$ cat src/hw/rtl/sgs_pkg.sv
// ---------------------------------------------------------------------------
// sgs_pkg: shared types and constants of the sky gradient shader
// Widths of the direction and color fields and the records that travel
// along the divider and square root cell chains.
// ---------------------------------------------------------------------------
`default_nettype none
package sgs_pkg;

  localparam int DirBits  = 16;
  localparam int ChBits   = 8;
  localparam int RgbBits  = 3 * ChBits;
  localparam int SqBits   = 2 * DirBits;      // one squared component
  localparam int FracBits = 32;               // quotient bits, Q0.32
  localparam int RootBits = FracBits / 2 + 1; // weight, Q1.16, at most 1.0
  localparam int DivCells = FracBits;
  localparam int SqrtCells = FracBits / 2 + 1;
  localparam int AddrBits = 4;
  localparam int DataBits = 32;

  localparam logic [AddrBits-1:0] AddrHorizon = AddrBits'(0);
  localparam logic [AddrBits-1:0] AddrSky     = AddrBits'(4);
  localparam logic [AddrBits-1:0] AddrGround  = AddrBits'(8);

  typedef struct packed {
    logic                vld;
    logic                zero;
    logic                full;
    logic                ypos;
    logic [SqBits-1:0]   r;
    logic [SqBits-1:0]   den;
    logic [FracBits-1:0] q;
  } div_t;

  typedef struct packed {
    logic              vld;
    logic              zero;
    logic              ypos;
    logic [FracBits:0] v;
    logic [FracBits:0] res;
    logic [FracBits:0] msk;
  } sqrt_t;

endpackage
`default_nettype wire

$ cat src/hw/rtl/sgs_sqrt_cell.sv
// ---------------------------------------------------------------------------
// sgs_sqrt_cell: one digit step of the integer square root
// Decides one result bit and passes value, root and bit mask onward.
// ---------------------------------------------------------------------------
`default_nettype none
module sgs_sqrt_cell import sgs_pkg::*; (
  input  wire logic clk_i,
  input  wire logic rst_ni,
  input  wire logic en_i,
  input  sqrt_t     in_i,
  output sqrt_t     out_o
);

  logic                vld_q;
  sqrt_t               pay_q;
  sqrt_t               pay_d;
  logic [FracBits+1:0] sum;
  logic                ge;

  assign sum = {1'b0, in_i.res} + {1'b0, in_i.msk};
  assign ge  = {1'b0, in_i.v} >= sum;

  always_comb begin
    pay_d     = in_i;
    pay_d.v   = ge ? (in_i.v - sum[FracBits:0]) : in_i.v;
    pay_d.res = ge ? ((in_i.res >> 1) + in_i.msk) : (in_i.res >> 1);
    pay_d.msk = in_i.msk >> 2;
  end

  always_ff @(posedge clk_i or negedge rst_ni) begin
    if (!rst_ni) begin
      vld_q <= 1'b0;
    end else if (en_i) begin
      vld_q <= in_i.vld;
    end
  end

  always_ff @(posedge clk_i) begin
    if (en_i) begin
      pay_q <= pay_d;
    end
  end

  always_comb begin
    out_o     = pay_q;
    out_o.vld = vld_q;
  end

endmodule
`default_nettype wire

$ cat config.mk
export PLATFORM = sky130hd
export DESIGN_NAME = sgs_sqrt_cell
export DESIGN_NICKNAME = d
export VERILOG_FILES = /design/src/hw/rtl/sgs_pkg.sv /design/src/hw/rtl/sgs_sqrt_cell.sv
export SDC_FILE = /design/constraint.sdc
export NUM_CORES = 1
export LEC_CHECK = 0
export BUFFER_PORTS_ARGS = -buffer_cell sky130_fd_sc_hd__buf_2
export CAP_MARGIN = 10
export CORE_AREA = 2 2 116 174
export CTS_CLUSTER_DIAMETER = 60
export DETAILED_ROUTE_END_ITERATION = 10
export DIE_AREA = 0 0 118 176
export PLACE_DENSITY_LB_ADDON = 0.2
export SYNTH_ARGS = -nofsm -noshare
export SYNTH_HDL_FRONTEND = slang
export SYNTH_SLANG_ARGS = --single-unit
$ cat constraint.sdc
create_clock -name clk_i -period 1.5 [get_ports clk_i]
set_input_delay 0.45 -clock clk_i [delete_from_list [all_inputs] [get_ports clk_i]]
set_output_delay 0.45 -clock clk_i [all_outputs]
set_load 0.1 [all_outputs]
==> results of run 1 <==
==> final timing paths <==
kind	cells past startpoint	end	from	slack (ns)
min in group asynchronous	2	vld_q	rst_ni	0.38
worst max-delay path	26	out_o[34]	in_i[9]	-3.03
worst max register to register	1	vld_q	vld_q	0.72
worst min-delay path	1	out_o[100]	in_i[100]	0.26
worst min register to register	1	vld_q	vld_q	0.58
max in group asynchronous	2	vld_q	rst_ni	1.04
==> logic make-up after synthesis <==
kind of cell	after synthesis
xor+xnor	82
flops	100
fa+ha+maj	101
buf+inv	47
simple gates	236
mux	6
compound gates	328
other cells	1
==> layer usage <==
metal	share of wire	vias to the layer above
met5	0.00024	-
met4	0.054	2
met3	0.041	113
met2	0.54	304
met1	0.36	4456
li1	-	4536
==> final cells by class <==
cell class / instances / area [um2] / share of cell area
Multi-Input combinational cell: 755 / 5710 / 0.388
Timing Repair Buffer: 569 / 5310 / 0.361
Sequential cell: 100 / 3000 / 0.204
Tap cell: 256 / 320 / 0.0218
Clock buffer: 10 / 229 / 0.0156
Inverter: 27 / 101 / 0.00689
Clock inverter: 6 / 40.0 / 0.00272
==> stage by stage <==
step                      total power [mW]  setup TNS [ns]  hold WS (ns)  instance area, um2  std cells
after floorplan                       10.6         -192.59         0.154                8660        902
after global placement                15.3         -222.21         0.224               13900       1685
after detailed placement              15.5         -226.43         0.227               13900       1685
after CTS                             18.2         -189.01         0.254               14500       1719
after global routing                  19.3         -209.27         0.254               14700       1723
final                                 18.5         -194.50         0.258               14700       1723
==> cells in the final DEF (no fill, tap or decap), types with 5 or more instances in the layout <==
master / netlist / routed
a211oi_1: 18 / 13
a211oi_2: 0 / 5
a21o_1: 34 / 34
a21oi_1: 76 / 68
a21oi_2: 0 / 7
a31oi_1: 11 / 8
and2_1: 8 / 8
and3_1: 10 / 9
buf_12: 0 / 97
buf_2: 4 / 101
buf_4: 3 / 361
buf_6: 5 / 6
clkbuf_16: 0 / 9
edfxtp_1: 99 / 99
ha_1: 98 / 91
ha_4: 0 / 7
inv_1: 27 / 26
mux2_4: 0 / 5
nand2_1: 102 / 99
nand2b_1: 21 / 21
nand3_1: 11 / 11
nand4_1: 11 / 11
nor2_1: 28 / 27
nor2b_1: 12 / 11
nor3_1: 13 / 12
o211ai_1: 8 / 8
o21a_1: 12 / 12
o21ai_0: 104 / 70
o21ai_1: 9 / 33
o21ai_2: 2 / 12
o21bai_1: 6 / 6
or2_2: 7 / 6
xnor2_1: 45 / 44
xor2_1: 37 / 36
==> power groups by stage <==
stage          logic, mW  clock network (mW)  registers, mW
2_1_floorplan       3.55                   0           7.10
5_1_grt             12.8                2.38           4.14
3_3_place_gp        11.1                   0           4.15
6_report            12.1                2.27           4.10
4_1_cts             11.8                2.28           4.10
3_5_place_dp        11.3                   0           4.15
==> flip-flops by register name (all words and copies together) (netlist names) <==
| name | cells |
|---|---|
| out_o | 99 |
| vld_q | 1 |
==> worst max-delay path: stages <==
cell and delay [ns]:
buf_2 0.11, ha_1 0.25, buf_4 0.16, a21o_1 0.15, a21oi_1 0.22, o221ai_2 0.14, a31o_2 0.29, a31oi_4 0.19
o211ai_1 0.16, buf_4 0.19, a31oi_4 0.15, xor2_2 0.26, ha_4 0.17, nand4_1 0.17, buf_4 0.19, buf_4 0.12
a21o_1 0.14, nand2_1 0.08, inv_1 0.07, o31ai_2 0.26, o211ai_4 0.17, buf_6 0.18, buf_16 0.14, buf_4 0.13
nand2_1 0.05, o21ai_1 0.06
==> timing repair <==
item	in CTS	in global routing
setup buffers	15	5
hold buffers	1	0
pin swaps	18	17
setup endpoints to repair	76	67
gates resized for setup	69	29
cloned	2	0
hold endpoints to repair	1	0
==> impl_metrics.ini, run 1 <==
[status]
status = finished with violations
violations = negative setup slack

[die]
chipHeight_um = 176
dieArea_um2 = 20800
initial_core_util = 0.446
die_w_um = 118
rows = 62
fp.coreArea_um2 = 19200
boundaryPins = 207

[power_and_ir_drop]
ir_worst_vdd_mv = 0.791
internal_power_mw = 10.1
p_sw_mw = 8.40
p_leak_nw = 6.86
powerDensity_nw_per_um2 = 1260
swShare = 0.455
power_frac_seq = 0.222
comb_power_share = 0.656
p_clk_frac = 0.123

[placed_design]
hpwl_um = 23100
io_buffer_count = 204
post-place-ws_ns = -3.54
gp_congestion = 0.920

[clock_tree]
clk_pin_slew_ns = 0.07
cts_tree = done
cts_made_buffers = 9
clock_sinks = 100
clk_path_buf_depth = 2
clk_latency_ns = 0.36
cts_root_buffer = clkbuf_16
htree_num_levels = 3

[logic_synthesis]
synth_common_cells = o21ai_0, nand2_1, edfxtp_1, ha_1, a21oi_1
ys_warn_count = 0
syn_inst = 901
synth_area_leaders = edfxtp_1, ha_1, o21ai_0
ys_types = 64
postSynthAreaPerCell_um2 = 9.47
synth_top_family_by_area = compound AO/OA/AOI/OAI gates
ys.flop_type = edfxtp_1
synth_compound_area_frac = 0.244
synth.area.mux_share = 0.00791
synth_seq_cells = 100
async_flop_share = 0.0100
synthSimpleGateAreaFrac = 0.135
synth-xor-area-share = 0.0841
yosysTopAreaCell = edfxtp_1
synth_edf_count = 99
yosysMostFrequentCell = o21ai_0
synthAdderAreaFrac = 0.151
ys_seq_area_frac = 0.351
synth_area_um2 = 8540
yosys.area.top_type_share = 0.348

[global_route]
grt_antenna_before_repair = 1
first_global_vias = 9897
gr-max-usage-layer = met2
grt_overflow = 0
grt_max_degree = 54
grt_util_met1 = 0.282
grt_util_met3 = 0.0391
grt_util_met2 = 0.541
grt_usage = 0.281
grt_first_pass_wirelength_um = 46700

[route]
wl_per_cell_um = 17.0
drc_errors = 0
wl_um = 29200
via_count = 9411
detail_route.first_pass.iterations = 5
detail-route-antenna-nets = 0
dr.first_iter.drc_count = 453
viasPerCell = 5.46

[layout]
final_util = 0.767
layout-drive-gt1-share = 0.451
area_growth_pct = 72.2
diodes = 0
fillers = 1303
final_nets = 1668

[timing]
hold_violations = 0
timing.final.ws_setup_ns = -3.03
rsz0062_at_grt = true
fmax_mhz = 221
drv_slew = 0
min_period_over_period = 3.02
period_needed_ns = 4.53
setup_violations = 66
finalClockSkew_ns = 0

[setup_path]
cp.required_ns = 1.62
cp-end-kind = flip-flop
worstPathArrival_ns = 4.65
crit_type = in2reg
worst-path-max-fanout = 5
crit_path_start_kind = input port

[hold_path]
min_path_type = in2reg

[flow_run]
cap_violations = 0
(Power assumes the default switching activity.)
==> inputs of run 2 (changes only) <==
--- a/config.mk
+++ b/config.mk
@@ -11,7 +11,7 @@
 export CTS_CLUSTER_DIAMETER = 60
 export DETAILED_ROUTE_END_ITERATION = 10
 export DIE_AREA = 0 0 118 176
-export PLACE_DENSITY_LB_ADDON = 0.2
+export PLACE_DENSITY_LB_ADDON = 0.15
 export SYNTH_ARGS = -nofsm -noshare
 export SYNTH_HDL_FRONTEND = slang
 export SYNTH_SLANG_ARGS = --single-unit
==> impl_metrics.ini, run 2 (synthesis gave the netlist of run 1 again) <==
[timing]
setup_violations = 66
fmax_mhz = 216
min_period_over_period = 3.09
timing.max_slew.rel_slack = 0.553
drv_slew = 0
timing.final.ws_setup_ns = -3.14
finalClockSkew_ns = 0
worst_pin_slew_ns = 0.663
period_needed_ns = 4.64
hold_violations = 0
rsz0062_at_grt = true

[layout]
final_common_cell = buf_4
layout-drive-gt1-share = 0.471
mostFrequentLayoutCells = buf_4, buf_2, edfxtp_1
final_util = 0.785
fillers = 1244
fin_cells = 1739
largest_reg_flops = 99
final_nets = 1684
area_growth_pct = 76.3
diodes = 0

[route]
wl_per_cell_um = 18.0
detail_route.first_pass.iterations = 5
wl_um = 31300
drc_errors = 0
viasPerCell = 5.59
detail-route-antenna-nets = 0
via_count = 9725
dr.first_iter.drc_count = 584

[status]
violations = negative setup slack
status = finished with violations

[global_route]
grt_max_degree = 50
grt_overflow = 0
grt_usage = 0.289
first_global_vias = 10200
grt_antenna_before_repair = 2
grt_first_pass_wirelength_um = 48200

[clock_tree]
clock_sinks = 100
clk_pin_slew_ns = 0.07
cts_tree = done
cts_root_buffer = clkbuf_16
cts_made_buffers = 9
clk_path_buf_depth = 2
clk_latency_ns = 0.35
htree_num_levels = 3

[power_and_ir_drop]
powerDensity_nw_per_um2 = 1280
p_total_mw = 19.2
p_leak_nw = 7.02
ir_worst_vdd_mv = 0.814

[setup_path]
r2r-end = vld_q
regToRegSetupSlack_ns = 0.71
worst-path-max-fanout = 5
worstPathArrival_ns = 4.73
crit_type = in2reg
crit_path_start_kind = input port
cp.required_ns = 1.60
cp-end-kind = flip-flop
timing.rr.start = vld_q
r2r_cells = 1

[hold_path]
min_path_type = in2reg
holdPathEnd = out_o[99]
min_path_cells = 1
hp-start = in_i[99]

[placed_design]
gp_congestion = 0.913
io_buffer_count = 204
hpwl_um = 22800
dp_cells = 1677

[die]
rows = 62
dieArea_um2 = 20800
initial_core_util = 0.446
chipHeight_um = 176
fp.coreArea_um2 = 19200
boundaryPins = 207
die_w_um = 118

[flow_run]
cap_violations = 0
## run 2: routing by layer
metal | track usage | vias up | share of wire
li1 | - | 4570 | -
met4 | 0.168 | 4 | 0.057
met2 | 0.563 | 391 | 0.54
met3 | 0.0494 | 135 | 0.050
met1 | 0.284 | 4625 | 0.35
met5 | 0 | - | 0.00067
## run 2: critical path, cell delays in order
cell      delay [ns]
buf_6           0.08
ha_4            0.15
inv_2           0.04
fa_2            0.36
nor2b_4         0.13
o31a_1          0.20
o21ai_2         0.11
a21oi_4         0.21
buf_4           0.16
a31oi_4         0.08
o211ai_1        0.27
a31oi_1         0.17
xor2_1          0.20
ha_1            0.33
nand4_1         0.20
buf_4           0.20
a21o_1          0.15
nand2_1         0.08
inv_1           0.09
o31ai_4         0.26
o211ai_4        0.13
buf_12          0.16
buf_4           0.13
buf_12          0.13
a211oi_2        0.14
a32oi_1         0.12
## run 2: worst max path at each step
stage | start | slack (ns) | cells past startpoint | end
after CTS | in_i[0] | -2.96 | 24 | out_o[74]
after detailed placement | in_i[10] | -3.56 | 21 | out_o[44]
after global routing | in_i[33] | -3.30 | 24 | out_o[74]
after floorplan | in_i[0] | -3.02 | 21 | out_o[33]
final | in_i[33] | -3.14 | 26 | out_o[95]
after global placement | in_i[1] | -3.44 | 21 | out_o[44]
## run 2: repair_timing
item | 4_1_cts | 5_1_grt
gates resized for setup | 132 | 16
hold buffers | 1 | 0
cloned | 4 | 2
endpoints found under the setup margin | 75 | 66
hold endpoints to repair | 1 | 0
buffers inserted | 35 | 6
pin swaps | 68 | 14
## run 2: final cells by class
cell class                      instances  area [um2]  share of cell area
Inverter                               27         101             0.00673
Multi-Input combinational cell        755        5790               0.385
Tap cell                              256         320              0.0213
Sequential cell                       100        3000               0.199
Timing Repair Buffer                  585        5540               0.368
Clock inverter                          6        65.1             0.00432
Clock buffer                           10         229              0.0152
## run 2: report_power, final
group          leakage [nW]  internal [mW]  switching [mW]
clock network         0.144           1.30            1.15
logic                  5.90           5.54            7.16
registers             0.979           3.71           0.380
## run 2: through the flow
step | instance area [um2] | hold WS, ns | setup TNS, ns | setup WS [ns]
2_1_floorplan | 8660 | 0.154 | -192.59 | -3.02
3_3_place_gp | 13800 | 0.224 | -220.46 | -3.44
3_5_place_dp | 13800 | 0.225 | -228.51 | -3.56
4_1_cts | 14900 | 0.270 | -190.41 | -2.96
5_1_grt | 15100 | 0.265 | -213.55 | -3.30
6_report | 15100 | 0.272 | -200.11 | -3.14
