## src/hw/rtl/sgs_pkg.sv

```systemverilog
// ---------------------------------------------------------------------------
// sgs_pkg: shared types and constants of the sky gradient shader
// Widths of the direction and color fields and the records that travel
// along the divider and square root cell chains.
// ---------------------------------------------------------------------------
`default_nettype none
package sgs_pkg;

  localparam int DirBits  = 16;
  localparam int ChBits   = 8;
  localparam int RgbBits  = 3 * ChBits;
  localparam int SqBits   = 2 * DirBits;      // one squared component
  localparam int FracBits = 32;               // quotient bits, Q0.32
  localparam int RootBits = FracBits / 2 + 1; // weight, Q1.16, at most 1.0
  localparam int DivCells = FracBits;
  localparam int SqrtCells = FracBits / 2 + 1;
  localparam int AddrBits = 4;
  localparam int DataBits = 32;

  localparam logic [AddrBits-1:0] AddrHorizon = AddrBits'(0);
  localparam logic [AddrBits-1:0] AddrSky     = AddrBits'(4);
  localparam logic [AddrBits-1:0] AddrGround  = AddrBits'(8);

  typedef struct packed {
    logic                vld;
    logic                zero;
    logic                full;
    logic                ypos;
    logic [SqBits-1:0]   r;
    logic [SqBits-1:0]   den;
    logic [FracBits-1:0] q;
  } div_t;

  typedef struct packed {
    logic              vld;
    logic              zero;
    logic              ypos;
    logic [FracBits:0] v;
    logic [FracBits:0] res;
    logic [FracBits:0] msk;
  } sqrt_t;

endpackage
`default_nettype wire

```

## src/hw/rtl/sgs_blend.sv

```systemverilog
// ---------------------------------------------------------------------------
// sgs_blend: color blend and output register
// Multiplies the color difference by the weight, then adds the horizon
// color with rounding and holds the result for the output channel.
// ---------------------------------------------------------------------------
`default_nettype none
module sgs_blend import sgs_pkg::*; (
  input  wire logic               clk_i,
  input  wire logic               rst_ni,
  input  wire logic               en_i,
  input  wire logic               vld_i,
  input  wire logic               zero_i,
  input  wire logic               ypos_i,
  input  wire logic [RootBits-1:0] t_i,
  input  wire logic [RgbBits-1:0] horizon_i,
  input  wire logic [RgbBits-1:0] sky_i,
  input  wire logic [RgbBits-1:0] ground_i,
  output logic                    vld_o,
  output logic                    zero_o,
  output logic [RgbBits-1:0]      rgb_o
);

  localparam int ProdBits = ChBits + RootBits + 2;
  localparam int SumBits  = ProdBits + 2;

  logic                       mvld_q;
  logic                       mzero_q;
  logic [RgbBits-1:0]         mh_q;
  logic signed [ProdBits-1:0] prod_q [3];
  logic signed [ProdBits-1:0] prod_d [3];
  logic [RgbBits-1:0]         tgt;
  logic [RootBits-1:0]        t;
  logic [RgbBits-1:0]         rgb_d;
  logic                       ovld_q;
  logic                       ozero_q;
  logic [RgbBits-1:0]         rgb_q;

  assign tgt = ypos_i ? sky_i : ground_i;
  assign t   = zero_i ? '0 : t_i;

  always_comb begin
    for (int c = 0; c < 3; c++) begin
      prod_d[c] = ProdBits'(
        $signed({1'b0, tgt[c*ChBits +: ChBits]}) - $signed({1'b0, horizon_i[c*ChBits +: ChBits]}))
        * $signed({1'b0, t});
    end
  end

  always_comb begin
    logic signed [SumBits-1:0] s;
    s = '0;
    rgb_d = '0;
    for (int c = 0; c < 3; c++) begin
      s = $signed({{(SumBits-ChBits-16){1'b0}}, mh_q[c*ChBits +: ChBits], 16'h0})
          + SumBits'(prod_q[c]) + SumBits'(32768);
      if (s < 0) begin
        rgb_d[c*ChBits +: ChBits] = '0;
      end else if (s[SumBits-1:16] > SumBits'({ChBits{1'b1}})) begin
        rgb_d[c*ChBits +: ChBits] = '1;
      end else begin
        rgb_d[c*ChBits +: ChBits] = s[16 +: ChBits];
      end
    end
  end

  always_ff @(posedge clk_i or negedge rst_ni) begin
    if (!rst_ni) begin
      mvld_q <= 1'b0;
      ovld_q <= 1'b0;
    end else if (en_i) begin
      mvld_q <= vld_i;
      ovld_q <= mvld_q;
    end
  end

  always_ff @(posedge clk_i) begin
    if (en_i) begin
      mzero_q <= zero_i;
      mh_q    <= horizon_i;
      prod_q  <= prod_d;
      ozero_q <= mzero_q;
      rgb_q   <= rgb_d;
    end
  end

  assign vld_o  = ovld_q;
  assign zero_o = ozero_q;
  assign rgb_o  = rgb_q;

endmodule
`default_nettype wire

```

## config.mk

```make
export PLATFORM = sky130hd
export DESIGN_NAME = sgs_blend
export DESIGN_NICKNAME = d
export VERILOG_FILES = /design/src/hw/rtl/sgs_pkg.sv /design/src/hw/rtl/sgs_blend.sv
export SDC_FILE = /design/constraint.sdc
export NUM_CORES = 1
export LEC_CHECK = 0
export ABC_CLOCK_PERIOD_IN_PS = 6100
export CORE_UTILIZATION = 40
export DETAILED_ROUTE_END_ITERATION = 7
export DONT_BUFFER_PORTS = 1
export HOLD_SLACK_MARGIN = 0.12
export PLACE_DENSITY = 0.61
export SLEW_MARGIN = 20
export SYNTH_ARGS = -nofsm -noshare
export SYNTH_HDL_FRONTEND = slang
export SYNTH_SLANG_ARGS = --single-unit
```

## constraint.sdc

```tcl
create_clock -name clk_i -period 6.1 [get_ports clk_i]
set_clock_uncertainty 0.2 [all_clocks]
set_input_delay 1.22 -clock clk_i [delete_from_list [all_inputs] [get_ports clk_i]]
set_output_delay 1.22 -clock clk_i [all_outputs]
set_load 0.02 [all_outputs]
```

==> metrics.md, run 1 <==
| Metric | Value |
|---|---|
| Die X | `220 µm` |
| Avg Vias per Cell | `5.12` |
| Drt first-iter violations | `723` |
| Initial antenna violation count | `2` |
| Clock slew at reported path FFs | `0.07 ns` |
| DP Wirelength | `42,100 µm` |
| Placed cell count | `2,812` |
| Most frequent cells in the layout | `fa_1 (313), buf_4 (303), nor2_1 (267)` |
| Die footprint | `48,600 µm²` |
| Clk root buf | `clkbuf_16` |
| Post-place setup slack | `-1.57 ns` |
| Count of different cell masters after synthesis | `62` |
| Post-route ant nets | `0` |
| Core area | `46,800 µm²` |
| R2R depth | `8` |
| Final Hold Fails | `0` |
| Post-Layout Cell Count | `2,860` |
| Slew headroom | `27.8%` |
| Worst R2R Setup Slack | `2.90 ns` |
| Fill cells | `4,208` |
| Crit path launch | `ypos_i` |
| Largest net degree at the start of global routing | `89` |
| Gr ovfl total | `0` |
| Status | `finished, violations left` |
| Final wirelength | `49,900 µm` |
| DRT Pass-1 Iters | `8` |
| Initial Util | `40.8%` |
| Overall power | `13,400 µW` |
| Ports | `121` |
| Syn Inst Count | `1,971` |
| First-pass GRT wire length | `81,600 µm` |
| Hold buffers post-CTS | `0` |
| Tcrit/Tclk final | `117%` |
| Worst hold path type | `register to register` |
| H-tree levels | `3` |
| Final setup viols | `36` |
| PwrDens | `563 nW/µm²` |
| RSZ-0062 raised after global routing | `true` |
| EDFF count, synth | `86` |
| Crit path required time | `6.04 ns` |
| FMAX | `140 MHz` |
| Post-route setup slack | `-1.05 ns` |
| Post-synth ARST share | `2.27%` |
| CTS tree | `built` |
| Num rows | `79` |
| IO buf count | `0` |
| DR vias | `14,636` |
| Syn-to-layout area delta | `25.0%` |
| CP max FO | `24` |
| Hold path cells | `0` |
| Synth Area per Inst | `9.68 µm²` |
| Pleak | `0.0117 µW` |
| Most common cell after layout, fill and taps aside | `fa_1` |
| Flops & latches, synth | `88` |
| Least-Margin Pin Slew | `1.07 ns` |
| Die Span Y | `220 µm` |
| All-layer global routing usage | `21.8%` |
| Max Cap Viol | `0` |
| Remaining DRCs | `10` |
| Synth warn | `0` |
| Vias in the first global route | `15,691` |
| R2r startpoint | `prod_q[70]` |
| Reg2reg end | `rgb_o[0]` |
| GPL Wtd Cong | `0.896` |
| Post-layout min period | `7.15 ns` |
| Syn_nets | `2,642` |
| Worst setup path end | `prod_q[19]` |
| Critical path endpoint category | `register` |
| Setup TNS | `-28.00 ns` |
| Final Max Slew Viols | `0` |
| Ys flop type | `edfxtp_1` |
| Synth Cell Area | `19,100 µm²` |
| Worst vdd ir | `0.000390 V` |
| Share of cells above drive strength 1 | `26.3%` |
| Sink Count | `88` |
| Kind of critical path | `input pin to register` |
| Drt wl/cell | `17.5 µm` |
| Worst Setup Start Kind | `input pin` |
| WP data arrival | `7.09 ns` |
| Nets@finish | `2,917` |
| Violated checks | `design-rule violations, negative setup slack` |
| Seq/Total Area, Yosys | `13.8%` |
| CTS Buf Count | `9` |
| CTS max path bufs | `2` |
| Worst-skew pair later-pin latency | `0.39 ns` |
[critical path: stages]
cell and delay [ns]:
mux2i_2 0.24, ha_1 0.21, fa_2 0.21, nand3b_1 0.14, nand2_2 0.10, a31oi_4 0.23
o21bai_1 0.10, a21oi_2 0.20, nand2_1 0.11, fa_1 0.53, fa_1 0.52, inv_1 0.05
fa_1 0.47, fa_1 0.54, inv_2 0.04, fa_1 0.55, inv_2 0.05, ha_4 0.24
a2111oi_4 0.34, buf_6 0.16, o41ai_4 0.08, or3_1 0.39, and2_1 0.17, xor2_1 0.16
[flip-flops by register name (all words and copies together) (netlist names)]
signal	flops
rgb_o	24
mh_q	24
mvld_q	1
zero_o	1
prod_q	36
mzero_q	1
vld_o	1
[synth_stat cells (23+ instances only)]
library cell	instances	area (µm²)
clkbuf_1	62	233
xnor2_1	57	499
a21oi_1	66	330
nand2_1	95	357
edfxtp_1	86	2580
nand2b_1	125	782
nor2_1	284	1070
o21ai_0	35	175
fa_1	321	6430
ha_1	255	3190
a21o_1	37	278
o21a_1	23	173
inv_1	280	1050
or2_2	33	206
[routing by layer]
layer / part of all wire [%] / global-route usage, % / vias to the layer above
met5: 0 / 0 / -
met4: 1.9 / 6.37 / 0
met3: 4.8 / 2.98 / 55
met2: 50 / 37.4 / 324
met1: 43 / 28.4 / 7367
li1: - / - / 6890
[worst min path at each step]
stage / endpoint / start
3_5_place_dp: zero_o / mzero_q
4_1_cts: zero_o / mzero_q
3_3_place_gp: zero_o / mzero_q
5_1_grt: zero_o / mzero_q
6_report: zero_o / mzero_q
2_1_floorplan: zero_o / mzero_q
[final cells by class]
cell class	count	area, µm²	share of cell area (%)
sequential	88	2630	11.0
timing repair buffer	333	2710	11.4
multi-input combinational	1534	16400	68.8
antenna	2	5.00	0.0210
clock inverter	6	45.0	0.189
inverter	280	1060	4.46
clock buffer	10	229	0.960
tap	607	759	3.18
[power by group]
| part | leakage [µW] | internal [µW] | switching [µW] |
|---|---|---|---|
| clock | 0.000132 | 278 | 266 |
| combinational | 0.0107 | 5820 | 5770 |
| sequential | 0.000866 | 1120 | 182 |
| total | 0.0117 | 7220 | 6220 |
[through the flow]
step / hold WS (ns) / util (%) / area, µm²
floorplan: 0.200 / - / 19700
global placement: 0.204 / 48.0 / 22500
detailed placement: 0.212 / 48.0 / 22500
CTS: 0.228 / 49.4 / 23100
global route: 0.236 / 51.0 / 23900
finish: 0.225 / 51.0 / 23900
[kinds of logic (layout without fill, tap and decap cells)]
kind of cell,after synthesis,in the layout,synth area share [%]
buf+inv,349,629,6.87
other cells,0,2,0
xor+xnor,79,79,3.63
simple gates,621,621,15.5
compound gates,230,230,8.21
flops,88,88,13.8
fa+ha+maj,576,576,50.4
mux,28,28,1.62
[what timing repair did]
action,in CTS,in global routing
setup endpoints to repair,36,36
buffers inserted,10,26
cloned,0,0
pin swaps,40,110
hold endpoints to repair,0,0
resized for setup,58,117
Power figures use the tool's default switching activity.
==> inputs of run 2 (changes only) <==
ABC_AREA = 1   (was default)
==> run 2 against run 1 <==
Net effect:
- the flow finishes with violations (negative setup slack)
- core utilization is 3.4 points higher
- design area increased by 15%
- global-route usage up 3.1 points
- first-iteration DRC count up 43%
- die area is 7.4% higher
- synthesized cell count increased by 29%
- via count grew 24%
- count of clock-buffer cells in the layout stayed put
- sequential share of layout area decreased by 1.4 points
- critical path type unchanged
- largest cell class unchanged
- highest routed layer unchanged
==> metrics.md, run 2 <==
| Metric | Value |
|---|---|
| Final wirelength | `63,200 µm (+26%)` |
| Die X | `228 µm (+3.6%)` |
| Least-Margin Pin Slew | `0.648 ns (-0.424 ns)` |
| CTS max path bufs | `2 (unchanged)` |
| Syn Inst Count | `2,541 (+29%)` |
| CP max FO | `27 (+13%)` |
| Remaining DRCs | `0 (-10)` |
| Violated checks | `negative setup slack` |
| Setup TNS | `-13.23 ns (+14.77 ns)` |
| Ys flop type | `edfxtp_1` |
| Post-route setup slack | `-0.496 ns (+0.553 ns)` |
| Multi-input gate area | `18,500 µm² (+13%)` |
| Crit path buffers/inverters | `3 (-1)` |
| Drt first-iter violations | `1,033 (+43%)` |
| DRT Pass-1 Iters | `5 (-3)` |
| Syn_nets | `3,212 (+22%)` |
| R2r startpoint | `mh_q[11]` |
| Clock slew at reported path FFs | `0.07 ns (about the same)` |
| Synth warn | `0 (unchanged)` |
| Reg2reg end | `rgb_o[15]` |
| Max reg flops | `36 (unchanged)` |
| Max Cap Viol | `0 (unchanged)` |
| Final Hold Fails | `0 (unchanged)` |
| DP Wirelength | `51,500 µm (+22%)` |
| Flops & latches, synth | `88 (unchanged)` |
| Count leader, synth | `nand2_1` |
| Sink Count | `88 (unchanged)` |
| Post-synth top area cell | `fa_1` |
| Post-DP Area | `24,600 µm² (+9.6%)` |
| Avg Vias per Cell | `5.08 (-0.69%)` |
| Hold path cells | `0 (unchanged)` |
| Largest net degree at the start of global routing | `91 (+2.2%)` |
| Count of different cell masters after synthesis | `42 (-32%)` |
| Worst hold path type | `register to register` |
| Vias in the first global route | `19,402 (+24%)` |
| Share of cells above drive strength 1 | `31.1% (+4.8 points)` |
| FMAX | `152 MHz (+8.4%)` |
| Crit path required time | `6.04 ns (about the same)` |
| Post-place setup slack | `-1.14 ns (+0.429 ns)` |
| Synth area leaders | `fa_1 (31%), ha_1 (16%), edfxtp_1 (13%)` |
| H-tree levels | `3 (unchanged)` |
| Post-layout min period | `6.60 ns (-0.553 ns)` |
| Most common cell after layout, fill and taps aside | `nand2_1` |
| Post-synth ARST share | `2.27% (unchanged)` |
| Top reg by flops | `prod_q` |
| Num rows | `82 (+3.8%)` |
| WP data arrival | `6.54 ns (-0.55 ns)` |
| Delay-heaviest family, CP | `adder cells` |
| Die Span Y | `228 µm (+3.6%)` |
| Seq/Total Area, Yosys | `12.8% (-0.96 points)` |
| Status | `finished, violations left` |
| Post-route ant nets | `0 (unchanged)` |
| Crit path max-delay cell type | `fa_1` |
| IO buf count | `0 (unchanged)` |
| Critical path endpoint category | `register` |
| R2R depth | `7 (-1)` |
| Ports | `121 (unchanged)` |
| Gr ovfl total | `0 (unchanged)` |
| Initial Util | `40.7% (-0.093 points)` |
| Final Instance Area | `27,400 µm² (+15%)` |
| First-pass GRT wire length | `102,000 µm (+25%)` |
| Worst R2R Setup Slack | `3.57 ns (+0.67 ns)` |
| Kind of critical path | `input pin to register` |
| Final Max Slew Viols | `0 (unchanged)` |
| WP depth | `26 (+8.3%)` |
| Final setup viols | `36 (unchanged)` |
| Drt wl/cell | `17.7 µm (+1.6%)` |
| Nets@finish | `3,553 (+22%)` |
| EDFF count, synth | `86 (unchanged)` |
| Tcrit/Tclk final | `108% (-9.1 points)` |
| Initial antenna violation count | `2 (unchanged)` |
| Synth Cell Area | `20,500 µm² (+7.5%)` |
| DR vias | `18,098 (+24%)` |
| Slew headroom | `56.8% (+29 points)` |
| Die footprint | `52,200 µm² (+7.4%)` |
| Worst setup path end | `prod_q[23]` |
| CTS tree | `built` |
| Most frequent cells in the layout | `nand2_1 (464), inv_1 (430), buf_4 (329)` |
| Area share of the largest cell type after synthesis | `31.3% (-2.3 points)` |
| Clk root buf | `clkbuf_16` |
| All-layer global routing usage | `24.9% (+3.1 points)` |
| GPL Wtd Cong | `0.929 (+3.7%)` |
| Top cells by count, synth | `nand2_1 (551), inv_1 (461), nor2_1 (356)` |
| Crit path launch | `ypos_i` |
| Crit-path most repeated cell | `fa_1` |
| Syn-to-layout area delta | `33.7%` |
| Core area | `50,400 µm² (+7.7%)` |
| Worst Setup Start Kind | `input pin` |
| Crit-path max cell delay | `0.54 ns (about the same)` |
| Fill cells | `4,546 (+8.0%)` |
| RSZ-0062 raised after global routing | `true` |
| Sequential Area | `2630 µm² (unchanged)` |
| Synth Area per Inst | `8.07 µm² (-17%)` |
| Worst-skew pair later-pin latency | `0.40 ns (about the same)` |
| CTS Buf Count | `9 (unchanged)` |
[run 2: cell count changes after synthesis, sizes merged, moves of 28 or more]
cell,previous run,this run
nand2,95,556
inv,280,467
nand2b,125,0
nor2,284,378
nand3,9,91
xnor2,57,16
a21o,37,9
[run 2: area by class of cell]
cell class,count,share of cell area [%]
clock buffers,10,0.835
multi-input cells,1921,67.6
flip-flops and latches,88,9.60
repair inverters,1,0.0410
inverters,472,6.60
repair buffers,389,12.0
well taps,672,3.06
diodes,2,0.0182
clock inverters,6,0.242
[run 2: per-layer routing]
layer  GRT usage [%]  wire length, µm  up-vias
met4            7.36             1470        0
met1            32.8            27500     8967
li1                -                -     8566
met3            3.89             3520       78
met2            41.9            30700      487
met5               0                0        -
[run 2: cells by family after synthesis]
family / share of synthesized area (%)
xor gates and xnor gates: 2.29
muxes: 1.13
adders and majority gates: 46.9
buffers and inverters: 10.0
AOI/OAI and AO/OA: 4.98
and+or+nand+nor: 21.9
DFF: 12.8
[run 2: how the worst min path moves through the flow]
stage / from / to / slack [ns]
6_report: mzero_q / zero_o / 0.22
5_1_grt: mzero_q / zero_o / 0.24
4_1_cts: mzero_q / zero_o / 0.23
3_5_place_dp: mzero_q / zero_o / 0.21
3_3_place_gp: mzero_q / zero_o / 0.21
2_1_floorplan: mzero_q / zero_o / 0.20
[run 2: per-stage QoR]
| step | instances | hold WS (ns) | utilization (%) |
|---|---|---|---|
| final | 3561 | 0.223 | 54.5 |
| after global routing | 3561 | 0.241 | 54.5 |
| after global placement | 3483 | 0.205 | 48.9 |
| after CTS | 3536 | 0.227 | 52.4 |
| after floorplan | 2541 | 0.200 | - |
| after detailed placement | 3483 | 0.208 | 48.9 |
[run 2: repair_timing]
action | CTS | global route
gates resized for setup | 257 | 209
hold buffers | 0 | 0
cloned | 1 | 1
pin swaps | 147 | 161
setup endpoints to repair | 36 | 36
buffers inserted | 37 | 25
Power of run 2 is left out: the tool's default activity adds up to more than one toggle a clock period on the data nets, which glitch-free logic cannot reach.
