### config.mk
export PLATFORM = sky130hd
export DESIGN_NAME = sgs_div_cell
export DESIGN_NICKNAME = d
export VERILOG_FILES = /design/src/hw/rtl/sgs_pkg.sv /design/src/hw/rtl/sgs_div_cell.sv
export SDC_FILE = /design/constraint.sdc
export NUM_CORES = 1
export LEC_CHECK = 0
export BUFFER_PORTS_ARGS = -buffer_cell sky130_fd_sc_hd__buf_2
export CAP_MARGIN = 30
export CORE_ASPECT_RATIO = 1.75
export CORE_MARGIN = 5
export CORE_UTILIZATION = 50
export CTS_CLUSTER_DIAMETER = 50
export CTS_CLUSTER_SIZE = 12
export DETAILED_ROUTE_END_ITERATION = 10
export PLACE_DENSITY = 0.79
export SYNTH_ARGS = -nofsm -noshare
export SYNTH_HDL_FRONTEND = slang
export SYNTH_SLANG_ARGS = --single-unit
export TNS_END_PERCENT = 100
### constraint.sdc
create_clock -name clk_i -period 0.9 [get_ports clk_i]
set_input_delay 0.135 -clock clk_i [delete_from_list [all_inputs] [get_ports clk_i]]
set_output_delay 0.135 -clock clk_i [all_outputs]
set_load 0.01 [all_outputs]
### src/hw/rtl/sgs_pkg.sv
// ---------------------------------------------------------------------------
// sgs_pkg: shared types and constants of the sky gradient shader
// Widths of the direction and color fields and the records that travel
// along the divider and square root cell chains.
// ---------------------------------------------------------------------------
`default_nettype none
package sgs_pkg;

  localparam int DirBits  = 16;
  localparam int ChBits   = 8;
  localparam int RgbBits  = 3 * ChBits;
  localparam int SqBits   = 2 * DirBits;      // one squared component
  localparam int FracBits = 32;               // quotient bits, Q0.32
  localparam int RootBits = FracBits / 2 + 1; // weight, Q1.16, at most 1.0
  localparam int DivCells = FracBits;
  localparam int SqrtCells = FracBits / 2 + 1;
  localparam int AddrBits = 4;
  localparam int DataBits = 32;

  localparam logic [AddrBits-1:0] AddrHorizon = AddrBits'(0);
  localparam logic [AddrBits-1:0] AddrSky     = AddrBits'(4);
  localparam logic [AddrBits-1:0] AddrGround  = AddrBits'(8);

  typedef struct packed {
    logic                vld;
    logic                zero;
    logic                full;
    logic                ypos;
    logic [SqBits-1:0]   r;
    logic [SqBits-1:0]   den;
    logic [FracBits-1:0] q;
  } div_t;

  typedef struct packed {
    logic              vld;
    logic              zero;
    logic              ypos;
    logic [FracBits:0] v;
    logic [FracBits:0] res;
    logic [FracBits:0] msk;
  } sqrt_t;

endpackage
`default_nettype wire

### src/hw/rtl/sgs_div_cell.sv
// ---------------------------------------------------------------------------
// sgs_div_cell: one restoring division step
// Produces one quotient bit of y^2 * 2^32 / n2 and hands the partial
// remainder to the next cell.
// ---------------------------------------------------------------------------
`default_nettype none
module sgs_div_cell import sgs_pkg::*; (
  input  wire logic clk_i,
  input  wire logic rst_ni,
  input  wire logic en_i,
  input  div_t      in_i,
  output div_t      out_o
);

  logic              vld_q;
  div_t              pay_q;
  div_t              pay_d;
  logic [SqBits:0]   r2;
  logic [SqBits:0]   diff;
  logic              ge;

  assign r2   = {in_i.r, 1'b0};
  assign ge   = r2 >= {1'b0, in_i.den};
  assign diff = r2 - {1'b0, in_i.den};

  always_comb begin
    pay_d   = in_i;
    pay_d.r = ge ? diff[SqBits-1:0] : r2[SqBits-1:0];
    pay_d.q = {in_i.q[FracBits-2:0], ge};
  end

  always_ff @(posedge clk_i or negedge rst_ni) begin
    if (!rst_ni) begin
      vld_q <= 1'b0;
    end else if (en_i) begin
      vld_q <= in_i.vld;
    end
  end

  always_ff @(posedge clk_i) begin
    if (en_i) begin
      pay_q <= pay_d;
    end
  end

  always_comb begin
    out_o     = pay_q;
    out_o.vld = vld_q;
  end

endmodule
`default_nettype wire

==> results.yml, run 1 <==
detailed_routing:
  antenna_left: 0
  via_per_inst: 5.32
  dr.pass1.iters: 6
  drt-initial-drc-count: 219
  wl_per_cell_um: 18.1
  drcViolationCount: 0
  drt_wl_total_mm: 17.2
  dr_total_vias: 5066
power_and_ir_drop:
  peakVddDrop_uv: 1250
  p_leak_uw: 0.00405
  pwr-share-clk_pct: 27.1
  p_int_uw: 9970
  power_uw: 14000
  p_switching_uw: 4010
  power.density_nw_per_um2: 1590
  swShare_pct: 28.7
  combinationalPowerShare_pct: 31.1
  seqPwrFrac_pct: 41.8
sta:
  final.period_utilization_pct: 268
  timing.final.ws_setup_ns: -1.51
  layout_min_cycle_time_ns: 2.41
  finalSetupTns_ns: -58.19
  slew-limit-headroom_pct: 70.3
  worst_slew_pin_slew_ns: 0.442
  drv_slew: 0
  hold_viol: 0
  rsz0062_at_grt: "yes"
  setup_viol: 133
  fin_worst_skew_ns: 0
  fmax_ghz: 0.414
cts:
  clock_sinks: 100
  cts_root_buf: "clkbuf_16"
  h-tree-depth: 3
  clockBufferDepth: 2
  cts_tree: "done"
  clk-insertion-delay-late_ns: 0.35
  cts_made_buffers: 9
  path_clk_slew_ns: 0.07
synth:
  yosys_warnings: 0
  yosys-top-cells-count: "edfxtp_1 (99), inv_1 (35), ha_1 (32), a21oi_1 (23), mux2_4 (19)"
  yosys-top-cells-area: "edfxtp_1 (55%), ha_1 (7.4%), mux2_4 (5.2%)"
  ys_types: 58
  syn_area_um2: 5430
  ys_ff_latch: 100
  yosys.area.top_type_share_pct: 54.7
  ys_seq_area_share_pct: 55.2
  syn_nets: 558
  synth.avg_cell_area_um2: 12.9
  yosysMostFrequentCell: "edfxtp_1"
  syn_inst: 422
  synth_flop_cell: "edfxtp_1"
  synth-edff-count: 99
  async_flop_share_pct: 1.00
  synth_top_cell_by_area: "edfxtp_1"
grt:
  track_usage_pct: 26.0
  grt_pass1_vias: 5418
  grt_max_degree: 48
  grt_remaining_overflow: 0
  antenna_found_initial: 1
  grt_first_pass_wirelength_mm: 25.9
floorplan:
  io_pins: 203
  dieWidth_um: 88.8
  dieArea_um2: 13100
  row_count: 50
  core_region_area_um2: 10700
  die_height_um: 148
  start_util_pct: 50.8
placed_design:
  routabilityCongestion: 0.964
  hpwl_mm: 12.4
  placed_area_um2: 7570
  io_buffers: 201
  placed_cells: 863
  place_ws_ns: -1.95
min_path:
  hp-class: "in -> reg"
  hp-start: "in_i[99]"
layout:
  layout.area.seq_um2: 3000
  synthToLayoutAreaGrowth_pct: 62.1
  multi_input_area_um2: 2480
  fin_area_um2: 8810
  antenna_cells: 0
  fin_nets: 953
  finalNonFillerCells: 952
  drive_gt1_share_pct: 51.9
  fill_cells: 617
setup_path:
  critPathCaptureType: "flip-flop"
  r2r_start: "vld_q"
  crit_path_start_kind: "primary input"
  crit_required_ns: 1.00
  arrival_ns: 2.52
  path_max_fanout: 28
  cp-startpoint: "in_i[42]"
  critical_path_class: "in -> reg"
run:
  maxCapViolCount: 0
status:
  violations: "setup timing"
  status: "finished with violations"
==> power by group through the flow <==
stage	clock network [uW]	registers [uW]	logic (uW)
finish	3780	5850	4350
CTS	3810	5850	4180
global placement	0	5930	3680
floorplan	0	6220	1750
global route	4040	5890	4670
detailed placement	0	5950	3780
==> worst max-delay path, stage by stage <==
cell,delay [ns]
buf_12,0.09
inv_12,0.03
ha_4,0.23
a211oi_4,0.26
nor2_2,0.08
or4b_4,0.51
o2111ai_4,0.24
a21oi_4,0.10
o21ai_4,0.15
and3_4,0.26
inv_12,0.10
mux2_4,0.32
==> routing by layer <==
layer  track usage (%)  vias up  wire [um]
li1                  -     2384          -
met1              25.2     2409       5730
met2              50.4      224       9800
met3              5.24       47       1150
met4              10.7        2        547
met5                 0        -         13
==> through the flow <==
step / hold slack, ns / util [%]
4_1_cts: 0.0187 / 81.0
3_5_place_dp: -0.0884 / 70.7
5_1_grt: 0.0215 / 82.3
6_report: 0.0172 / 82.3
3_3_place_gp: -0.0902 / 70.7
2_1_floorplan: -0.161 / -
==> layout by cell type (no fill, tap or decap), drive strengths merged, types with 2 or more instances in the layout <==
cell,netlist,layout
nor2,18,18
clkbuf,9,10
o21ai,20,20
a21oi,24,24
a21boi,4,4
mux2,28,28
nor3,4,4
dlygate4sd3,0,60
a31oi,4,4
clkinv,0,4
xor2,11,11
ha,32,32
nand4,12,12
mux2i,2,2
xnor2,14,14
a211oi,4,4
o221ai,2,2
and2,4,4
and3,4,4
nand2,15,15
o21a,7,7
edfxtp,99,99
o21bai,2,2
or3,3,3
or2,2,2
a21o,15,15
o211ai,4,4
o31ai,6,6
nand2b,3,3
a211o,2,2
nor2b,4,4
inv,36,38
nand3,6,6
buf,5,338
==> registers in the layout, indices dropped and copies added, names as in the netlist <==
register	cells
out_o	99
vld_q	1
==> layout make-up <==
type | count | share of cell area (%)
multi-input combinational | 272 | 28.1
tap | 130 | 1.85
sequential | 100 | 34.0
clock inverter | 6 | 0.654
timing repair buffer | 398 | 30.9
clock buffer | 10 | 2.60
inverter | 36 | 1.82
==> path summary, 6_finish.rpt <==
check	depth (start not counted)	end	slack [ns]
max reg2reg	2	vld_q	0.03
min reg2reg	2	vld_q	0.61
min in group asynchronous	2	vld_q	0.09
max in group asynchronous	2	vld_q	0.72
max	12	out_o[75]	-1.51
min	2	vld_q	0.02
==> timing repair <==
item                                   in CTS  in global routing
pin swaps                                  16                 17
buffers inserted                            8                  9
gates resized for setup                    26                 25
endpoints found under the hold margin      60                  0
setup endpoints to repair                 133                133
hold buffers                               60                  0
==> cell families (layout without fill, tap and decap cells) <==
family          Yosys count  in the layout  synth area share, %
compound gates          102            102                 12.9
buf+inv                  50            450                 4.56
fa+ha+maj                33             33                 7.74
mux                      30             30                 7.48
flops                   100            100                 55.2
xor+xnor                 25             25                 4.03
simple gates             82             82                 8.08
Note: power is estimated with default switching activity, not from simulation.
==> run 2: changes to the inputs <==
Clock period 0.9 ns to 2.6 ns, I/O delays scaled along.
==> results.yml, run 2 (synthesized netlist as in run 1, its figures left out) <==
status:
  violations: "setup timing"
  status: "finished with violations"
power_and_ir_drop:
  peakVddDrop_uv: 417
  power.density_nw_per_um2: 598
  p_leak_uw: 0.00360
cts:
  cts_made_buffers: 9
  clock_sinks: 100
  cts_tree: "done"
  h-tree-depth: 3
  cts_root_buf: "clkbuf_16"
  clockBufferDepth: 2
  clk-insertion-delay-late_ns: 0.34
  path_clk_slew_ns: 0.08
grt:
  grt_first_pass_wirelength_mm: 23.0
  grt_remaining_overflow: 0
  grt_max_degree: 39
  track_usage_pct: 22.7
  antenna_found_initial: 0
  grt_pass1_vias: 4928
layout:
  largest_reg_flops: 99
  final_common_cell: "buf_2"
  synthToLayoutAreaGrowth_pct: 43.0
  fin_nets: 855
  final_util_pct: 72.6
  antenna_cells: 0
  final_cell_mix: "buf_2 (199), edfxtp_1 (99), buf_4 (98), inv_1 (34), ha_1 (25)"
  drive_gt1_share_pct: 51.7
setup_path:
  crit_path_start_kind: "primary input"
  path_max_fanout: 3
  critPathCaptureType: "flip-flop"
  critical_path_class: "in -> reg"
  crit_required_ns: 2.70
  r2r_setup_slack_ns: 1.84
  arrival_ns: 2.79
min_path:
  hp-class: "in -> reg"
floorplan:
  start_util_pct: 50.8
  dieWidth_um: 88.8
  io_pins: 203
  dieArea_um2: 13100
  core_region_area_um2: 10700
  row_count: 50
  die_height_um: 148
sta:
  fin_worst_skew_ns: 0
  final.period_utilization_pct: 103
  rsz0062_at_grt: "yes"
  setup_viol: 28
  worst_slew_pin_slew_ns: 0.526
  slew-limit-headroom_pct: 64.9
  hold_viol: 0
  timing.final.ws_setup_ns: -0.0865
  fmax_ghz: 0.372
  layout_min_cycle_time_ns: 2.69
  drv_slew: 0
run:
  maxCapViolCount: 0
placed_design:
  routabilityCongestion: 0.834
  hpwl_mm: 12.0
  place_ws_ns: -0.476
  io_buffers: 201
detailed_routing:
  via_per_inst: 5.26
  drt_wl_total_mm: 15.0
  dr.pass1.iters: 4
  drt-initial-drc-count: 152
  dr_total_vias: 4494
  wl_per_cell_um: 17.6
  antenna_left: 0
  drcViolationCount: 0
-- run 2: cell types whose count changed in the layout (fill, tap and decap cells not counted), moves of 3 or more --
cell | previous run | this run
dlygate4sd3_1 | 60 | 1
buf_4 | 130 | 98
buf_6 | 7 | 0
ha_1 | 21 | 25
clkinv_4 | 4 | 1
ha_4 | 10 | 7
inv_1 | 31 | 34
inv_2 | 3 | 0
inv_6 | 0 | 3
-- run 2: final timing paths --
check / start / end / cells after the start
worst max-delay path: in_i[42] / out_o[87] / 11
worst min-delay path: in_i[10] / out_o[11] / 1
worst max register to register: vld_q / vld_q / 1
worst min register to register: vld_q / vld_q / 1
max in group asynchronous: rst_ni / vld_q / 2
min in group asynchronous: rst_ni / vld_q / 2
-- run 2: layout make-up --
| cell class | instances | area (um2) |
|---|---|---|
| Clock inverter | 7 | 72.6 |
| Fill cell | 762 | 2930 |
| Clock buffer | 9 | 225 |
| Sequential cell | 100 | 3000 |
| Inverter | 36 | 160 |
| Tap cell | 130 | 163 |
| Multi-Input combinational cell | 272 | 2370 |
| Timing Repair Buffer | 300 | 1780 |
-- run 2: critical path, cell delays in order --
cell      delay, ns
buf_12         0.09
inv_12         0.03
ha_4           0.24
a211oi_4       0.25
nor2_2         0.09
or4b_4         0.53
o21a_1         0.23
a221oi_2       0.36
o21ai_2        0.15
xor2_1         0.17
mux2_4         0.27
-- run 2: layer usage --
layer | wire [um] | vias to the layer above | track usage [%]
li1 | - | 2185 | -
met2 | 8450 | 147 | 42.6
met1 | 5190 | 2127 | 23.2
met3 | 927 | 35 | 3.90
met4 | 450 | 0 | 10.9
met5 | 0 | - | 0
-- run 2: timing repair --
| action | 4_1_cts | 5_1_grt |
|---|---|---|
| hold endpoints to repair | 1 | 0 |
| gates cloned | 0 | 0 |
| buffers inserted | 0 | 1 |
| resized for setup | 4 | 18 |
| pin swaps | 3 | 8 |
| hold buffers | 1 | 0 |
| setup endpoints to repair | 29 | 31 |
-- run 2: per-stage QoR --
stage	power, uW	hold WS [ns]	instance area (um2)	instances	setup TNS [ns]
6_report	4640	0.216	7770	854	-1.06
5_1_grt	4870	0.197	7770	854	-2.67
4_1_cts	4650	0.200	7640	853	-1.18
3_5_place_dp	3320	0.167	7320	836	-14.17
3_3_place_gp	3280	0.165	7320	836	-13.17
2_1_floorplan	2740	0.0944	5520	422	-7.98
-- run 2: report_power, final --
| part | total [uW] | switching (uW) | internal, uW |
|---|---|---|---|
| registers | 2020 | 43.3 | 1980 |
| logic | 1310 | 640 | 666 |
| clock network | 1320 | 640 | 676 |
==> run 3: changes to the inputs <==
--- a/config.mk
+++ b/config.mk
@@ -15,4 +15,5 @@
 export DETAILED_ROUTE_END_ITERATION = 10
 export PLACE_DENSITY = 0.79
+export SLEW_MARGIN = 20
 export SYNTH_ARGS = -nofsm -noshare
 export SYNTH_HDL_FRONTEND = slang
==> constraint.sdc (replaced) <==
create_clock -name clk_i -period 2.6 [get_ports clk_i]
set_input_delay 0.78 -clock clk_i [delete_from_list [all_inputs] [get_ports clk_i]]
set_output_delay 0.78 -clock clk_i [all_outputs]
set_load 0.01 [all_outputs]
==> results.yml, run 3 (synthesized netlist as in run 1, its figures left out) <==
power_and_ir_drop:
  p_switching_uw: 1320
  p_leak_uw: 0.00374
  swShare_pct: 28.2
  peakVddDrop_uv: 396
  combinationalPowerShare_pct: 29.2
  p_int_uw: 3360
  power.density_nw_per_um2: 585
  seqPwrFrac_pct: 43.2
  power_uw: 4680
  pwr-share-clk_pct: 27.6
detailed_routing:
  via_per_inst: 5.34
  drcViolationCount: 0
  wl_per_cell_um: 17.2
  drt_wl_total_mm: 15.2
  drt-initial-drc-count: 183
  dr_total_vias: 4716
  dr.pass1.iters: 4
  antenna_left: 0
setup_path:
  crit_slowest_cell: "or4b_4"
  crit_required_ns: 2.69
  critPathCaptureType: "flip-flop"
  crit_path_start_kind: "primary input"
  arrival_ns: 3.14
  path_cells: "buf_12 -> inv_12 -> ha_4 -> a211oi_4 -> nor2_2 -> or4b_4 -> o2111ai_4 -> a21oi_4 -> o21ai_4 -> and3_4 -> inv_12 -> mux2_4"
  critical_path_class: "in -> reg"
  crit_path_frequent_cell: "inv_12"
  cpPeakStageDelay_ns: 0.52
  path_max_fanout: 28
  cp_num_buf_inv: 3
  cp_top_family: "simple AND/OR/NAND/NOR gates"
layout:
  fill_cells: 739
  layout.area.seq_um2: 3000
  synthToLayoutAreaGrowth_pct: 47.2
  final_cell_mix: "buf_2 (199), buf_4 (124), edfxtp_1 (99), inv_1 (33), ha_1 (25)"
  largest_reg_flops: 99
  fin_nets: 884
  antenna_cells: 0
  final_common_cell: "buf_2"
  multi_input_area_um2: 2380
  drive_gt1_share_pct: 53.9
cts:
  clock_sinks: 100
  cts_root_buf: "clkbuf_16"
  h-tree-depth: 3
  clk-insertion-delay-late_ns: 0.34
  cts_tree: "done"
  clockBufferDepth: 2
  holdBufCountCts: 0
  path_clk_slew_ns: 0.07
  cts_made_buffers: 9
status:
  status: "finished with violations"
  violations: "setup timing"
placed_design:
  routabilityCongestion: 0.966
  hpwl_mm: 12.0
  io_buffers: 201
sta:
  setup_viol: 33
  rsz0062_at_grt: "yes"
  finalSetupTns_ns: -13.53
  timing.final.ws_setup_ns: -0.455
  layout_min_cycle_time_ns: 3.05
  drv_slew: 0
  hold_viol: 0
  worst_slew_pin_slew_ns: 0.421
  final.period_utilization_pct: 117
  fmax_ghz: 0.327
  slew-limit-headroom_pct: 71.7
  fin_worst_skew_ns: 0
run:
  maxCapViolCount: 0
grt:
  grt_max_degree: 66
  grt_first_pass_wirelength_mm: 23.6
  antenna_found_initial: 1
  grt_pass1_vias: 5027
  grt_remaining_overflow: 0
  track_usage_pct: 23.1
min_path:
  hp-class: "in -> async"
floorplan:
  row_count: 50
  die_height_um: 148
  dieWidth_um: 88.8
  start_util_pct: 50.8
  dieArea_um2: 13100
  core_region_area_um2: 10700
  io_pins: 203
-- run 3: layer usage --
layer / vias to the layer above / global-route usage [%] / wire (um)
li1: 2244 / - / -
met1: 2249 / 23.2 / 5040
met2: 178 / 44.4 / 8600
met3: 43 / 3.79 / 1020
met4: 2 / 9.98 / 540
met5: - / 0 / 13
-- run 3: power groups by stage --
| stage | combinational, uW | clock, uW | sequential (uW) |
|---|---|---|---|
| 2_1_floorplan | 605 | 0 | 2150 |
| 3_3_place_gp | 1270 | 0 | 2060 |
| 3_5_place_dp | 1300 | 0 | 2060 |
| 4_1_cts | 1350 | 1310 | 2030 |
| 5_1_grt | 1480 | 1400 | 2040 |
| 6_report | 1370 | 1290 | 2020 |
-- run 3: area by class of cell --
cell class | count | share of cell area (%)
timing repair buffer | 329 | 25.1
sequential | 100 | 37.5
inverter | 36 | 2.00
clock buffer | 10 | 2.86
multi-input combinational | 272 | 29.8
clock inverter | 6 | 0.719
tap | 130 | 2.03
-- run 3: through the flow --
stage	cells	cell area, um2	utilization, %	setup slack [ns]	hold WS [ns]
floorplan	422	5570	-	-0.731	0.482
global placement	859	7510	70.2	-0.833	0.486
detailed placement	859	7510	70.2	-0.899	0.507
CTS	880	7930	74.1	-0.449	0.190
global route	883	8000	74.8	-0.528	0.183
finish	883	8000	74.8	-0.455	0.196
-- run 3: path summary, 6_finish.rpt --
path	cells past startpoint	start	to	slack (ns)
worst max-delay path	12	in_i[42]	out_o[94]	-0.45
worst min-delay path	1	rst_ni	vld_q	0.20
worst max register to register	1	vld_q	vld_q	1.85
worst min register to register	1	vld_q	vld_q	0.52
max in group asynchronous	1	rst_ni	vld_q	2.32
min in group clk_i	1	vld_q	vld_q	0.52
-- run 3: what timing repair did --
| action | CTS | global route |
|---|---|---|
| setup buffers | 5 | 4 |
| pin swaps | 6 | 9 |
| cloned | 0 | 0 |
| resized for setup | 21 | 9 |
| endpoints found under the setup margin | 33 | 33 |
